`src/design/sed_pkg.sv`:
```
// ----------------------------------------------------------------------------
// sed_pkg
// shared types and constants of the thresholded sobel edge detector
// ----------------------------------------------------------------------------
package sed_pkg;

  localparam int unsigned QDEPTH = 4;
  localparam int unsigned QCNT_W = $clog2(QDEPTH + 1);
  localparam int unsigned QPTR_W = $clog2(QDEPTH);

  localparam logic [1:0] REG_LINE_WIDTH   = 2'd0;
  localparam logic [1:0] REG_FRAME_HEIGHT = 2'd1;
  localparam logic [1:0] REG_THRESHOLD    = 2'd2;
  localparam logic [1:0] REG_EUCLID_MODE  = 2'd3;

  localparam logic [11:0] RST_LINE_WIDTH   = 12'd640;
  localparam logic [11:0] RST_FRAME_HEIGHT = 12'd480;
  localparam logic [10:0] RST_THRESHOLD    = 11'd150;
  localparam logic        RST_EUCLID_MODE  = 1'b1;

  localparam logic [7:0] EDGE_ON  = 8'd255;
  localparam logic [7:0] EDGE_OFF = 8'd0;

  typedef struct packed {
    logic [11:0] width;
    logic [11:0] height;
  } geom_t;

  typedef struct packed {
    logic [10:0] thresh;
    logic        euclid;
  } mag_cfg_t;

  typedef struct packed {
    logic signed [10:0] gx;
    logic signed [10:0] gy;
    logic [11:0]        row;
    logic [10:0]        col;
    logic               last;
  } grad_t;

endpackage

```
`src/design/sed_back.sv`:
```
// ----------------------------------------------------------------------------
// sed_back
// gradient magnitude, threshold test and output register
// ----------------------------------------------------------------------------
module sed_back (
  input  logic              clk_i,
  input  logic              rst_ni,
  input  sed_pkg::mag_cfg_t mag_cfg_i,
  input  logic              q_not_empty_i,
  input  sed_pkg::grad_t    q_data_i,
  output logic              pop_o,
  output logic              out_valid_o,
  input  logic              out_ready_i,
  output logic [7:0]        edge_pixel_o,
  output logic [11:0]       out_row_o,
  output logic [10:0]       out_col_o,
  output logic              frame_last_o
);
  import sed_pkg::*;

  logic        en;
  logic        b1_valid_q, b2_valid_q, out_valid_q;
  logic [9:0]  b1_ax_q, b1_ay_q;
  logic [11:0] b1_row_q, b2_row_q, out_row_q;
  logic [10:0] b1_col_q, b2_col_q, out_col_q;
  logic        b1_last_q, b2_last_q, out_last_q;
  logic [19:0] b2_sqx_q, b2_sqy_q;
  logic [10:0] b2_l1_q;
  logic [21:0] b2_tt_q;
  logic [7:0]  out_pix_q;
  logic [9:0]  ax_full, ay_full;
  logic [21:0] l2_sum;
  logic        is_edge;

  assign en    = !out_valid_q || out_ready_i;
  assign pop_o = en && q_not_empty_i;

  // gradient magnitudes stay below 1024
  assign ax_full = q_data_i.gx[10] ? 10'(-q_data_i.gx) : 10'(q_data_i.gx);
  assign ay_full = q_data_i.gy[10] ? 10'(-q_data_i.gy) : 10'(q_data_i.gy);

  always_ff @(posedge clk_i or negedge rst_ni) begin
    if (!rst_ni) begin
      b1_valid_q  <= 1'b0;
      b2_valid_q  <= 1'b0;
      out_valid_q <= 1'b0;
    end else if (en) begin
      b1_valid_q  <= q_not_empty_i;
      b2_valid_q  <= b1_valid_q;
      out_valid_q <= b2_valid_q;
    end
  end

  assign l2_sum  = {2'b00, b2_sqx_q} + {2'b00, b2_sqy_q};
  assign is_edge = mag_cfg_i.euclid ? (l2_sum > b2_tt_q) : (b2_l1_q > mag_cfg_i.thresh);

  always_ff @(posedge clk_i) begin
    if (en) begin
      b1_ax_q    <= ax_full;
      b1_ay_q    <= ay_full;
      b1_row_q   <= q_data_i.row;
      b1_col_q   <= q_data_i.col;
      b1_last_q  <= q_data_i.last;
      b2_sqx_q   <= 20'(b1_ax_q) * 20'(b1_ax_q);
      b2_sqy_q   <= 20'(b1_ay_q) * 20'(b1_ay_q);
      b2_l1_q    <= {1'b0, b1_ax_q} + {1'b0, b1_ay_q};
      b2_tt_q    <= 22'(mag_cfg_i.thresh) * 22'(mag_cfg_i.thresh);
      b2_row_q   <= b1_row_q;
      b2_col_q   <= b1_col_q;
      b2_last_q  <= b1_last_q;
      out_pix_q  <= is_edge ? EDGE_ON : EDGE_OFF;
      out_row_q  <= b2_row_q;
      out_col_q  <= b2_col_q;
      out_last_q <= b2_last_q;
    end
  end

  assign out_valid_o  = out_valid_q;
  assign edge_pixel_o = out_pix_q;
  assign out_row_o    = out_row_q;
  assign out_col_o    = out_col_q;
  assign frame_last_o = out_last_q;

endmodule

```
`config.mk`:
```
export PLATFORM = sky130hd
export DESIGN_NAME = sed_back
export DESIGN_NICKNAME = d
export VERILOG_FILES = /design/src/design/sed_pkg.sv /design/src/design/sed_back.sv
export SDC_FILE = /design/constraint.sdc
export NUM_CORES = 1
export LEC_CHECK = 0
export BUFFER_PORTS_ARGS = -buffer_cell sky130_fd_sc_hd__clkbuf_2
export CAP_MARGIN = 20
export CORE_AREA = 2 2 160 162
export CTS_CLUSTER_SIZE = 25
export DETAILED_ROUTE_END_ITERATION = 10
export DIE_AREA = 0 0 162 164
export GPL_ROUTABILITY_DRIVEN = 0
export PLACE_DENSITY = 0.84
export SETUP_SLACK_MARGIN = 0.5
export SLEW_MARGIN = 20
export SYNTH_ARGS = -nofsm -noshare
export SYNTH_HDL_FRONTEND = slang
export SYNTH_SLANG_ARGS = --single-unit
export TNS_END_PERCENT = 100
```
`constraint.sdc`:
```
create_clock -name clk_i -period 10.8 [get_ports clk_i]
set_clock_uncertainty 0.2 [all_clocks]
set_input_delay 0.54 -clock clk_i [delete_from_list [all_inputs] [get_ports clk_i]]
set_output_delay 0.54 -clock clk_i [all_outputs]
set_load 0.05 [all_outputs]
```
# Word level (Yosys, flattened, before mapping)
# Index checks and enable logic that the tools add are counted.
[classes] n_addsub=4 mul=3 order_cmp=2 n_reduce_logical=3 muxes=4
[op_table] op="$mul 10x10->20" n=2
[op_table] op="$gt 21x22->1" n=1
[op_table] op="$mul 11x11->22" n=1
[op_table] op="$add 20x20->21" n=1
[op_table] op="$mux 10" n=2
[op_table] op="$neg 10->10" n=2
[op_table] op="$add 10x10->11" n=1
[op_table] op="$gt 11x11->1" n=1
[op_table] op="$mux 8" n=1
[op_table] op="$logic_and 1x1->1" n=1
[op_table] op="$logic_not 1->1" n=1
[op_table] op="$logic_or 1x1->1" n=1
[op_table] op="$mux 1" n=1
[totals] register_bits=176 word_cells=35

# Depth between registers and ports, before layout
[logic_depth] ltp_word=4 mapped_depth=21 mapped_depth_nobuf=20

# Worst setup path after synthesis
# No wires, ideal clock.
[synth_path] kind="input port to output port" from="input port out_ready_i" to="output port pop_o" required_ns=10.060 arrival_time_ns=5.322 setup_slack_ns=4.738 stages=2 cell_sequence="nand2b_1 -> and2_1"
[synth_via] elab_chain_len=2
[synth_rtl] item="start: declaration" line_no="sed_back.sv:13" source="input logic out_ready_i,"
[synth_rtl] item="$logic_or 1x1->1" line_no="sed_back.sv:35" source="assign en = !out_valid_q || out_ready_i;"
[synth_rtl] item="$logic_and 1x1->1" line_no="sed_back.sv:36" source="assign pop_o = en && q_not_empty_i;"
[synth_rtl] item="end: declaration" line_no="sed_back.sv:11" source="output logic pop_o,"
# Every way passes these cells.

# Worst setup path in the final report
[layout_path] from="register b1_ax_q[1]" to="register b2_sqx_q[19] (data pin)"
[layout_via] elab_chain_len=1
[layout_rtl] item="start: declaration" line_no="sed_back.sv:23" source="logic [9:0] b1_ax_q, b1_ay_q;"
[layout_rtl] item="start signal: assignment" line_no="sed_back.sv:59" source="b1_ax_q <= ax_full;"
[layout_rtl] item="$mul 10x10->20" line_no="sed_back.sv:64" source="b2_sqx_q <= 20'(b1_ax_q) * 20'(b1_ax_q);"
[layout_rtl] item="end signal: assignment" line_no="sed_back.sv:64"
[layout_rtl] item="end: declaration" line_no="sed_back.sv:27" source="logic [19:0] b2_sqx_q, b2_sqy_q;"
# Every way passes these cells.
# A chain may end at the register's enable or synchronous reset.

==> results.yml <==
global_route:
  grt_first_pass_wirelength_um: 52900
  grtUsageTotal_pct: 25.5
  grt_pass1_vias: 11300
  grt_max_degree: 91
  grt_overflow_total: 0
  antenna_found_initial: 0
logic_synthesis:
  ys_ff_latch: 166
  yosysWarningCount: 0
  synth.distinct_cells: 67
  synth_edf_count: 163
  syn-instance-count: 1490
  avgSynthCellArea_sq_um: 10.7
  synth_area_sq_um: 15900
  synthArstFlopShare_pct: 1.81
  seq_area_frac_synth_pct: 31.2
  syn_nets: 1921
  synth-main-ff-cell: "edfxtp_1"
worst_setup_path:
  cp_num_buf_inv: 3
  max_stage_delay_ns: 0.71
  cp-end-kind: "flop"
  critical_path.cell_chain: "nand2_1, fa_1, fa_1, inv_1, fa_1, fa_1, inv_1, fa_1, inv_1, ha_1, and4_1, and2_1, a311o_1, a21o_1, a31oi_1, xnor2_1"
  critical_path_class: "reg -> reg"
  cpMostUsedCell: "fa_1"
  worstSetupStartpointType: "flop"
  cpLargestDelayFamily: "adder cells"
  cpMaxStageDelayCell: "edfxtp_1"
  cp.arrival_ns: 5.87
  required_ns: 10.79
  path_max_fanout: 15
clocking:
  clk_path_buf_depth: 2
  cts_setup_buffers: 0
  cts_tree: "yes"
  clk_latency_ns: 0.44
  cts_buffers: 17
  path_clk_slew_ns: 0.08
  clockRootBuffer: "clkbuf_16"
  ctsHoldBuffers: 1
  cts_max_level: 4
  cts-resized-gates: 0
  clock-sinks: 166
place:
  hpwlAfterDp_um: 24900
  place_inst: 1882
  port_buffers: 95
die:
  start_util_pct: 64.2
  coreArea_sq_um: 24800
  dieWidth_um: 162
  die-area_sq_um: 26600
  rows: 58
  io_pins: 96
  die_height_um: 164
run:
  maxCapViolations: 0
timing:
  fmax_mhz: 170
  hold-worst-slack_ns: 0.0667
  rsz0062_at_grt: "false"
  final.setup.tns_ns: 0
  period_needed_ns: 5.89
  finalSetupViolations: 0
  tightest_slew_ns: 0.969
  hold_violations: 0
  min_period_over_period_pct: 54.5
  max-slew-margin-rel_pct: 35.4
  slew_violations: 0
route:
  drc: 0
  viasPerCell: 5.57
  firstDrtPassIters: 6
  ant_nets: 0
  drt_iter0_markers: 825
  vias: 10700
  wire_per_inst_um: 16.6
  wl_um: 31900
cells_and_area:
  drive_gt1_share_pct: 9.65
  final_cell_mix: "inv_1, ha_1, edfxtp_1, fa_1, nand2_1"
  fin_cells: 1916
  syn2layout_area_growth_pct: 8.63
  diodes: 0
  mostFrequentLayoutCell: "inv_1"
  nets: 2004
worst_hold_path:
  holdCritPathClass: "in -> reg"
outcome:
  status: "finished clean"
## flip-flops by register name, indices dropped and copies added, names as in the netlist
| signal | flops |
|---|---|
| b1_last_q | 1 |
| b1_ay_q | 10 |
| b2_sqx_q | 19 |
| out_col_o | 11 |
| b2_last_q | 1 |
| b1_valid_q | 1 |
| b2_l1_q | 11 |
| b2_row_q | 12 |
| b1_col_q | 11 |
| frame_last_o | 1 |
| b2_valid_q | 1 |
| b1_ax_q | 10 |
| b2_sqy_q | 19 |
| b1_row_q | 12 |
| edge_pixel_o | 1 |
| out_valid_o | 1 |
| b2_tt_q | 21 |
| b2_col_q | 11 |
| out_row_o | 12 |
## cell usage after synthesis, types with 7 or more instances
| library cell | n | share of area (%) |
|---|---|---|
| a21o_1 | 38 | 1.8 |
| a21oi_1 | 55 | 1.7 |
| buf_4 | 7 | 0.33 |
| nor3_1 | 11 | 0.35 |
| edfxtp_1 | 163 | 31 |
| ha_1 | 209 | 16 |
| nand2b_1 | 12 | 0.47 |
| nor2_1 | 66 | 1.6 |
| o31ai_1 | 8 | 0.38 |
| and2_1 | 58 | 2.3 |
| fa_1 | 160 | 20 |
| inv_1 | 302 | 7.1 |
| nor2b_1 | 11 | 0.43 |
| o21bai_1 | 9 | 0.42 |
| nand3_1 | 13 | 0.41 |
| and3_1 | 9 | 0.35 |
| o21ai_0 | 29 | 0.91 |
| clkbuf_1 | 27 | 0.64 |
| nand2_1 | 103 | 2.4 |
| xor2_1 | 22 | 1.2 |
| xnor2_1 | 80 | 4.4 |
## final cells by class
type / count / area (sq um)
clock buffer: 17 / 425
clock inverter: 15 / 170
fill: 1777 / 7500
inverter: 303 / 1140
multi-input combinational: 987 / 9690
sequential: 166 / 4970
tap: 330 / 413
timing repair buffer: 98 / 513
## per-stage QoR
| step | area [sq um] | worst slack, ns | util, % |
|---|---|---|---|
| CTS | 17300 | 4.93 | 69.7 |
| floorplan | 15900 | 4.74 | - |
| finish | 17300 | 4.91 | 69.8 |
| global placement | 16700 | 4.86 | 67.3 |
| global route | 17300 | 4.72 | 69.8 |
| detailed placement | 16700 | 4.68 | 67.3 |
## layer usage
metal | vias to the layer above | track usage (%) | part of all wire (%)
met5 | - | 0 | 0
met4 | 0 | 11.0 | 4.1
met3 | 94 | 3.91 | 5.1
met2 | 333 | 45.8 | 52
met1 | 5175 | 30.6 | 39
li1 | 5078 | - | -
## worst paths after layout
kind	startpoint	endpoint	slack, ns	cells after the start
worst max-delay path	b1_ax_q[1]$_DFFE_PN_	b2_sqx_q[19]$_DFFE_PN_	4.91	16
worst min register to register	b2_col_q[3]$_DFFE_PN_	out_col_o[3]$_DFFE_PN_	0.21	0
min in group asynchronous	rst_ni	out_valid_o$_DFFE_PN0N_	0.22	2
worst min-delay path	q_data_i[19]	b1_row_q[7]$_DFFE_PN_	0.07	1
max in group asynchronous	rst_ni	b1_valid_q$_DFFE_PN0N_	10.07	2
worst max register to register	b1_ax_q[1]$_DFFE_PN_	b2_sqx_q[19]$_DFFE_PN_	4.91	16
## cells by family after synthesis
kind of cell,count (synthesis),share of synthesized area [%]
AOI/OAI and AO/OA,195,8.44
xor gates and xnor gates,102,5.60
adders and majority gates,369,36.5
buffers and inverters,337,8.10
DFF,166,31.2
muxes,8,0.534
and+or+nand+nor,313,9.65
Power is not shown: default switching activity piles up to over one toggle a cycle in this logic, so the estimate is an artifact.
