$ cat src/design/sed_pkg.sv
// ----------------------------------------------------------------------------
// sed_pkg
// shared types and constants of the thresholded sobel edge detector
// ----------------------------------------------------------------------------
package sed_pkg;

  localparam int unsigned QDEPTH = 4;
  localparam int unsigned QCNT_W = $clog2(QDEPTH + 1);
  localparam int unsigned QPTR_W = $clog2(QDEPTH);

  localparam logic [1:0] REG_LINE_WIDTH   = 2'd0;
  localparam logic [1:0] REG_FRAME_HEIGHT = 2'd1;
  localparam logic [1:0] REG_THRESHOLD    = 2'd2;
  localparam logic [1:0] REG_EUCLID_MODE  = 2'd3;

  localparam logic [11:0] RST_LINE_WIDTH   = 12'd640;
  localparam logic [11:0] RST_FRAME_HEIGHT = 12'd480;
  localparam logic [10:0] RST_THRESHOLD    = 11'd150;
  localparam logic        RST_EUCLID_MODE  = 1'b1;

  localparam logic [7:0] EDGE_ON  = 8'd255;
  localparam logic [7:0] EDGE_OFF = 8'd0;

  typedef struct packed {
    logic [11:0] width;
    logic [11:0] height;
  } geom_t;

  typedef struct packed {
    logic [10:0] thresh;
    logic        euclid;
  } mag_cfg_t;

  typedef struct packed {
    logic signed [10:0] gx;
    logic signed [10:0] gy;
    logic [11:0]        row;
    logic [10:0]        col;
    logic               last;
  } grad_t;

endpackage

$ cat src/design/sed_queue.sv
// ----------------------------------------------------------------------------
// sed_queue
// short fifo of gradient records between front and back
// ----------------------------------------------------------------------------
module sed_queue (
  input  logic                      clk_i,
  input  logic                      rst_ni,
  input  logic                      push_i,
  input  sed_pkg::grad_t            push_data_i,
  input  logic                      pop_i,
  output logic                      not_empty_o,
  output sed_pkg::grad_t            pop_data_o,
  output logic [sed_pkg::QCNT_W-1:0] count_o
);
  import sed_pkg::*;

  grad_t              mem_q [QDEPTH];
  logic [QPTR_W-1:0]  wr_ptr_q, rd_ptr_q;
  logic [QCNT_W-1:0]  count_q;
  logic               do_pop;

  assign do_pop = pop_i && (count_q != '0);

  always_ff @(posedge clk_i or negedge rst_ni) begin
    if (!rst_ni) begin
      wr_ptr_q <= '0;
      rd_ptr_q <= '0;
      count_q  <= '0;
    end else begin
      if (push_i) begin
        wr_ptr_q <= (wr_ptr_q == QPTR_W'(QDEPTH - 1)) ? '0 : wr_ptr_q + 1'b1;
      end
      if (do_pop) begin
        rd_ptr_q <= (rd_ptr_q == QPTR_W'(QDEPTH - 1)) ? '0 : rd_ptr_q + 1'b1;
      end
      case ({push_i, do_pop})
        2'b10:   count_q <= count_q + 1'b1;
        2'b01:   count_q <= count_q - 1'b1;
        default: count_q <= count_q;
      endcase
    end
  end

  always_ff @(posedge clk_i) begin
    if (push_i) begin
      mem_q[wr_ptr_q] <= push_data_i;
    end
  end

  assign not_empty_o = (count_q != '0);
  assign pop_data_o  = mem_q[rd_ptr_q];
  assign count_o     = count_q;

  a_count_bound : assert property (@(posedge clk_i) disable iff (!rst_ni)
    count_q <= QCNT_W'(QDEPTH))
    else $error("queue count beyond depth");

  a_no_overflow : assert property (@(posedge clk_i) disable iff (!rst_ni)
    (count_q == QCNT_W'(QDEPTH)) |-> !push_i)
    else $error("push into full queue");

  a_count_track : assert property (@(posedge clk_i) disable iff (!rst_ni)
    (push_i && !do_pop) |=> (count_q == $past(count_q) + 1'b1))
    else $error("queue count lost a push");

endmodule

$ cat config.mk
export PLATFORM = sky130hd
export DESIGN_NAME = sed_queue
export DESIGN_NICKNAME = d
export VERILOG_FILES = /design/src/design/sed_pkg.sv /design/src/design/sed_queue.sv
export SDC_FILE = /design/constraint.sdc
export NUM_CORES = 1
export LEC_CHECK = 0
export BUFFER_PORTS_ARGS = -buffer_cell sky130_fd_sc_hd__buf_2
export CORE_MARGIN = 1.5
export CORE_UTILIZATION = 45
export CTS_BUF_LIST = sky130_fd_sc_hd__clkbuf_8
export CTS_CLUSTER_DIAMETER = 100
export DETAILED_ROUTE_END_ITERATION = 10
export PLACE_DENSITY = 0.61
export SYNTH_ARGS = -nofsm -noshare
export SYNTH_HDL_FRONTEND = slang
export SYNTH_SLANG_ARGS = --single-unit
export TNS_END_PERCENT = 5
$ cat constraint.sdc
create_clock -name clk_i -period 2.84 [get_ports clk_i]
set_input_delay 0.142 -clock clk_i [delete_from_list [all_inputs] [get_ports clk_i]]
set_output_delay 0.142 -clock clk_i [all_outputs]
set_load 0.02 [all_outputs]
Word level (Yosys, flattened, before mapping)
Memory sizes are Yosys's and may differ from the RTL's. Index checks and enable logic that the tools add are counted.

Reductions and logical operators: 3. Add/subtract/negate cells: 4. Muxes and demuxes: 5. Equality and inequality tests: 4.

Operators by type and width (count): $eq A2 B2 Y1 const B (3); $pmux W3 S2 (1); $add A2 B1 Y2 const B (2); $mux W2 (2); $add A3 B1 Y3 const B (1); $reduce_bool A3 Y1 (1); $sub A3 B1 Y3 const B (1); $eq A2 B1 Y1 const B (1); $mux W1 (2); $reduce_bool A2 Y1 (1); $logic_and A1 B1 Y1 (1).

Input bits: 50. Word-level logic and storage cells: 20. Memories: 1. Bits in writable memories: 184. Flip-flop bits (word level): 7.

Memories: mem_q (depth 4, bits a word 46, read ports 1, clocked after Yosys merged registers in 0, write ports 1, RTL line sed_queue.sv:17) `grad_t mem_q [QDEPTH];`.

Depth between registers and ports, before layout
Gate-level depths: netlist (run 1).

Depth after elaboration: 4. Mapped depth: 9. Mapped depth without buffers: 9.

Worst setup path before layout (run 1)
Ideal clock, no wire load.

Path type: reg-to-reg. Start point: reg wr_ptr_q[0]. End point: mem mem_q[0][0] (netlist bit) (enable). Library setup time: 0.408 ns. Cell stages (with the launch flop): 4. Arrival: 1.722 ns. Path slack: 0.710 ns. Period minus slack after synthesis: 2.130 ns. Buffers on the path: 0. Path through: dfrtp_1 -> inv_1 -> ha_1 -> and2_1.

RTL lines: start, declared (RTL line sed_queue.sv:18) `logic [QPTR_W-1:0] wr_ptr_q, rd_ptr_q;`; start signal, assigned (RTL line sed_queue.sv:31) `wr_ptr_q <= (wr_ptr_q == QPTR_W'(QDEPTH - 1)) ? '0 : wr_ptr_q + 1'b1;`; end, declared (RTL line sed_queue.sv:17).

No word-level cell before the write port.

==> results_dict.tcl, run 1 <==
set metrics [dict create \
    status "finished, final reports clean" \
    antenna_found_initial 0 \
    busiest_layer "met2" \
    cp_max_fo 30 \
    final.period_utilization_pct 85.5 \
    p_per_area_mw_per_mm2 952 \
    synth_fp_nets 337 \
    critPathArrivalTime_ns 2.29 \
    ant_nets 0 \
    grtUsageMet2_pct 26.3 \
    vias_per_cell 4.99 \
    cts_tree "yes" \
    cp.required_ns 2.70 \
    setup_slack_ns 0.413 \
    synth_top_area_cell "edfxtp_1" \
    vdd_drop_max_mv 0.473 \
    place_ws_ns 0.849 \
    path_class "flop to primary output" \
    finClkSkew_ns 0.0100 \
    drive_gt1_share_pct 42.4 \
    yosys.area.top_type_share_pct 78.4 \
    num_antenna_cells 0 \
    leakagePower_nw 3.05 \
    core-area_sq_mm 0.0153 \
    drc 0 \
    setup_tns_ns 0 \
    nets 504 \
    cts_setup_buffers 0 \
    worst_hold_slack_ns 0.0394 \
    firstDrtPassIters 4 \
    fmax_mhz 412 \
    end_kind "primary output" \
    grt.total_usage_pct 16.3 \
    clk_pin_slew_ns 0.09 \
    grt_pass1_wl_mm 19.3 \
    syn_area_sq_mm 0.00705 \
    grt_pass1_vias 3601 \
    max-cap-violations 0 \
    vias 3345 \
    cts.sinks 191 \
    synthTopCellsByArea "edfxtp_1 78%, mux4_2 15%, dfrtp_1 2.5%" \
    synth_edf_count 184 \
    synth_cell_type_count 18 \
    synth_seq_cells 191 \
    boundaryPins 100 \
    synth_seq_area_share_pct 80.9 \
    clock_path_buffers 2 \
    synthArstFlopShare_pct 3.66 \
    h-tree-depth 4 \
    maxSlewHeadroom_pct 55.1 \
    ys.flop_type "edfxtp_1" \
    drt-initial-drc-count 195 \
    finalWirelength_mm 12.3 \
    drv_slew 0 \
    worst_pin_slew_ns 0.674 \
    insertion_delay_ns 0.45 \
    rows 45 \
    overflow 0 \
    use_met1_pct 21.3 \
    cp-start-kind "flop" \
    cts-hold-fix-buffers 48 \
    regArea_sq_mm 0.00571 \
    yosysWarnings 0 \
    finalHoldViolations 0 \
    initial_core_util_pct 46.2 \
    dpl.hpwl_mm 7.36 \
    port_buffers 99 \
    finalCriticalPeriod_ns 2.43 \
    die_y_um 128 \
    hold_path.class "primary input to asynchronous set/reset pin" \
    wire_per_inst_um 18.3 \
    synth.avg_cell_area_sq_um 25.2 \
    fp.dieW_um 128 \
    cts_resized 0 \
    grtUsageMet3_pct 4.42 \
    areaGrowthSynthToFinish_pct 24.1 \
    grt_max_degree 31 \
    gp_congestion 0.699 \
    setup_viol 0 \
    fillerInstances 1144 \
    clock-root-buffer "clkbuf_8" \
    synthCells 280 \
    cts_buffers 17 \
    rsz0062_at_grt "no" \
    totalPowerFinal_mw 8.33 \
    multi_input_area_sq_mm 0.00126 \
    dieArea_sq_mm 0.0164 \
]
worst max-delay path, cell delays in order (launching register included):
cell and delay, ns:
dfrtp_4 0.85, buf_4 0.29, mux4_2 0.51, buf_2 0.17
registers in the layout (all words and copies together), names as in the netlist:
signal	count
rd_ptr_q	2
mem_q	184
wr_ptr_q	2
count_o	3
logic make-up (layout without fill, tap and decap cells):
| kind of cell | count (synthesis) | in the layout | share of synthesized area (%) |
|---|---|---|---|
| buffers and inverters | 17 | 197 | 1.40 |
| DFF | 191 | 191 | 80.9 |
| AOI/OAI and AO/OA | 3 | 3 | 0.213 |
| adders and majority gates | 7 | 7 | 1.35 |
| xor gates and xnor gates | 3 | 3 | 0.373 |
| and+or+nand+nor | 11 | 11 | 0.799 |
| muxes | 48 | 48 | 15.0 |
worst paths after layout:
kind                            depth (start not counted)        endpoint         from  slack [ns]
worst min-delay path                                    2      count_o[2]       rst_ni        0.04
worst max-delay path                                    3  pop_data_o[26]  rd_ptr_q[0]        0.41
worst min register to register                          1      count_o[2]   count_o[2]        0.50
min in group clk_i                                      3     rd_ptr_q[0]        pop_i        0.14
worst max register to register                          9      count_o[2]   count_o[0]        0.87
max in group asynchronous                               2     rd_ptr_q[0]       rst_ni        2.62
cell usage in the layout (no fill, tap or decap), types with 4 or more instances in the layout:
master and instances:
edfxtp_1 184, buf_2 99, dlygate4sd3_1 48, mux4_2 46, clkbuf_8 17, buf_4 8
inv_1 7, ha_1 6, dfrtp_1 5, and2_2 4, clkinvlp_4 4, clkinv_2 4
routing by layer:
metal,vias to the layer above,part of all wire [%]
met1,1739,45
met2,82,49
met5,-,0
met4,0,1.5
met3,13,4.1
li1,1511,-
layout make-up:
type,count,share of cell area [%]
Sequential cell,191,65.2
Tap cell,211,3.02
Timing Repair Buffer,158,12.5
Clock inverter,15,1.94
Inverter,7,0.300
Clock buffer,17,2.67
Multi-Input combinational cell,72,14.4
metrics by stage:
stage	util (%)	cells	instance area, sq um
5_1_grt	57.4	671	8750
3_3_place_gp	51.6	591	7870
2_1_floorplan	-	280	7050
4_1_cts	57.4	671	8750
3_5_place_dp	51.6	591	7870
6_report	57.4	671	8750
power breakdown:
group          switching (mW)  internal, mW  total (mW)
logic                    1.44          1.20        2.63
registers               0.316          3.61        3.93
clock network           0.906         0.864        1.77
synthesized netlist by cell type (all sizes together), types with 2 or more instances:
library cell	count
and2	4
buf	9
dfrtp	7
edfxtp	184
ha	6
inv	7
mux2	2
mux4	46
nand2	3
nor2	2
o21ai	3
or3	2
xor2	2
Power figures use the tool's default switching activity.
==> inputs of run 2 (changes only) <==
CTS_BUF_LIST = default   (was sky130_fd_sc_hd__clkbuf_8)
==> run 2 against run 1 <==
Sequential power about the same. Non-clock buffer count unchanged. First-iteration DRC count unchanged. Register-to-register slack about the same. Clock power up 33%. Highest routed layer unchanged.
==> results_dict.tcl, run 2 (synthesized netlist as in run 1, its figures left out) <==
set metrics [dict create \
    grt_max_degree 31 \
    use_met1_pct 21.7 \
    rsz0062_at_grt "no" \
    hold_path.class "primary input to asynchronous set/reset pin" \
    h-tree-depth 4 \
    cp_max_fo 30 \
    grtUsageMet2_pct 26.2 \
    insertion_delay_ns 0.42 \
    finalWirelength_mm 12.3 \
    regToRegStartpoint "count_o[0]" \
    regMostFlops "mem_q" \
    overflow 0 \
    grt_pass1_vias 3602 \
    ant_nets 0 \
    dpl.hpwl_mm 7.36 \
    grt_pass1_wl_mm 19.3 \
    port_buffers 99 \
    rows 45 \
    max-cap-violations 0 \
    leakagePower_nw 3.14 \
    fmax_mhz 419 \
    final_cell_mix "184 x edfxtp_1, 99 x buf_2, 48 x dlygate4sd3_1" \
    drive_gt1_share_pct 42.4 \
    gp_congestion 0.699 \
    final.period_utilization_pct 84.1 \
    clk_pin_slew_ns 0.07 \
    finalHoldViolations 0 \
    core-area_sq_mm 0.0153 \
    dieArea_sq_mm 0.0164 \
    r2r_setup_slack_ns 0.87 \
    cts_resized 0 \
    dp.cells 591 \
    worst_pin_slew_ns 0.674 \
    num_antenna_cells 0 \
    fp.dieW_um 128 \
    clock_path_buffers 2 \
    cts_setup_buffers 0 \
    r2r-end "count_o[2]" \
    end_kind "primary output" \
    maxSlewHeadroom_pct 55.1 \
    boundaryPins 100 \
    cp-start-kind "flop" \
    busiest_layer "met2" \
    vias_per_cell 5.03 \
    p_per_area_mw_per_mm2 998 \
    drc 0 \
    grtUsageMet3_pct 4.42 \
    drv_slew 0 \
    nets 504 \
    setup_tns_ns 0 \
    cts_tree "yes" \
    setup_viol 0 \
    critPathArrivalTime_ns 2.25 \
    fillerInstances 1130 \
    cts_buffers 17 \
    vias 3373 \
    drt-initial-drc-count 195 \
    status "finished, final reports clean" \
    rr_worst_depth 9 \
    firstDrtPassIters 4 \
    antenna_found_initial 0 \
    path_class "flop to primary output" \
    grt.total_usage_pct 16.5 \
    stdcell_count 671 \
    cts.sinks 191 \
    finClkSkew_ns 0.00697 \
    initial_core_util_pct 46.2 \
    vdd_drop_max_mv 0.583 \
    areaGrowthSynthToFinish_pct 26.9 \
    largest_register_ffs 184 \
    finalCriticalPeriod_ns 2.39 \
    layout_commonest_cell "edfxtp_1" \
    wire_per_inst_um 18.4 \
    die_y_um 128 \
    clock-root-buffer "clkbuf_16" \
    cp.required_ns 2.70 \
]
[run 2: metrics by stage]
stage | instance area [sq um] | hold slack [ns] | setup slack [ns] | util [%] | total power [mW]
3_5_place_dp | 7870 | -0.000953 | 0.849 | 51.6 | 6.64
6_report | 8940 | 0.0720 | 0.452 | 58.6 | 8.92
2_1_floorplan | 7050 | -0.154 | 0.710 | - | 5.77
3_3_place_gp | 7870 | -0.0118 | 0.849 | 51.6 | 6.61
4_1_cts | 8940 | 0.0706 | 0.378 | 58.6 | 9.06
5_1_grt | 8940 | 0.103 | 0.312 | 58.6 | 9.36
[run 2: repair_timing]
action	in CTS	in global routing
endpoints found under the hold margin	193	0
hold buffers	48	0
endpoints found under the setup margin	0	0
[run 2: cell type report]
type / instances / area, sq um / share of cell area (%)
multi-input cells: 72 / 1260 / 14.0
clock buffers: 17 / 425 / 4.76
inverters: 7 / 26.3 / 0.294
well taps: 211 / 264 / 2.95
flip-flops and latches: 191 / 5710 / 63.8
clock inverters: 15 / 170 / 1.90
repair buffers: 158 / 1100 / 12.3
[run 2: worst max path at each step]
stage / slack (ns) / to / from
6_report: 0.45 / pop_data_o[44] / rd_ptr_q[0]
5_1_grt: 0.31 / pop_data_o[27] / rd_ptr_q[0]
4_1_cts: 0.38 / pop_data_o[44] / rd_ptr_q[0]
3_5_place_dp: 0.85 / pop_data_o[44] / rd_ptr_q[0]
3_3_place_gp: 0.85 / pop_data_o[27] / rd_ptr_q[0]
2_1_floorplan: 0.71 / mem_q[0][0] / wr_ptr_q[0]
[run 2: power by group]
group,switching (mW),internal [mW],total (mW)
combinational,1.43,1.20,2.63
sequential,0.312,3.62,3.93
clock,0.982,1.38,2.36
total,2.73,6.20,8.92
[run 2: worst max-delay path: stages, from the launching register on]
cell and delay (ns):
dfrtp_4 0.84, buf_4 0.29, mux4_2 0.51, buf_2 0.17
[run 2: metal layers]
layer	up-vias	wire, um
li1	1515	-
met3	17	548
met5	-	0
met1	1748	5510
met2	93	6060
met4	0	211
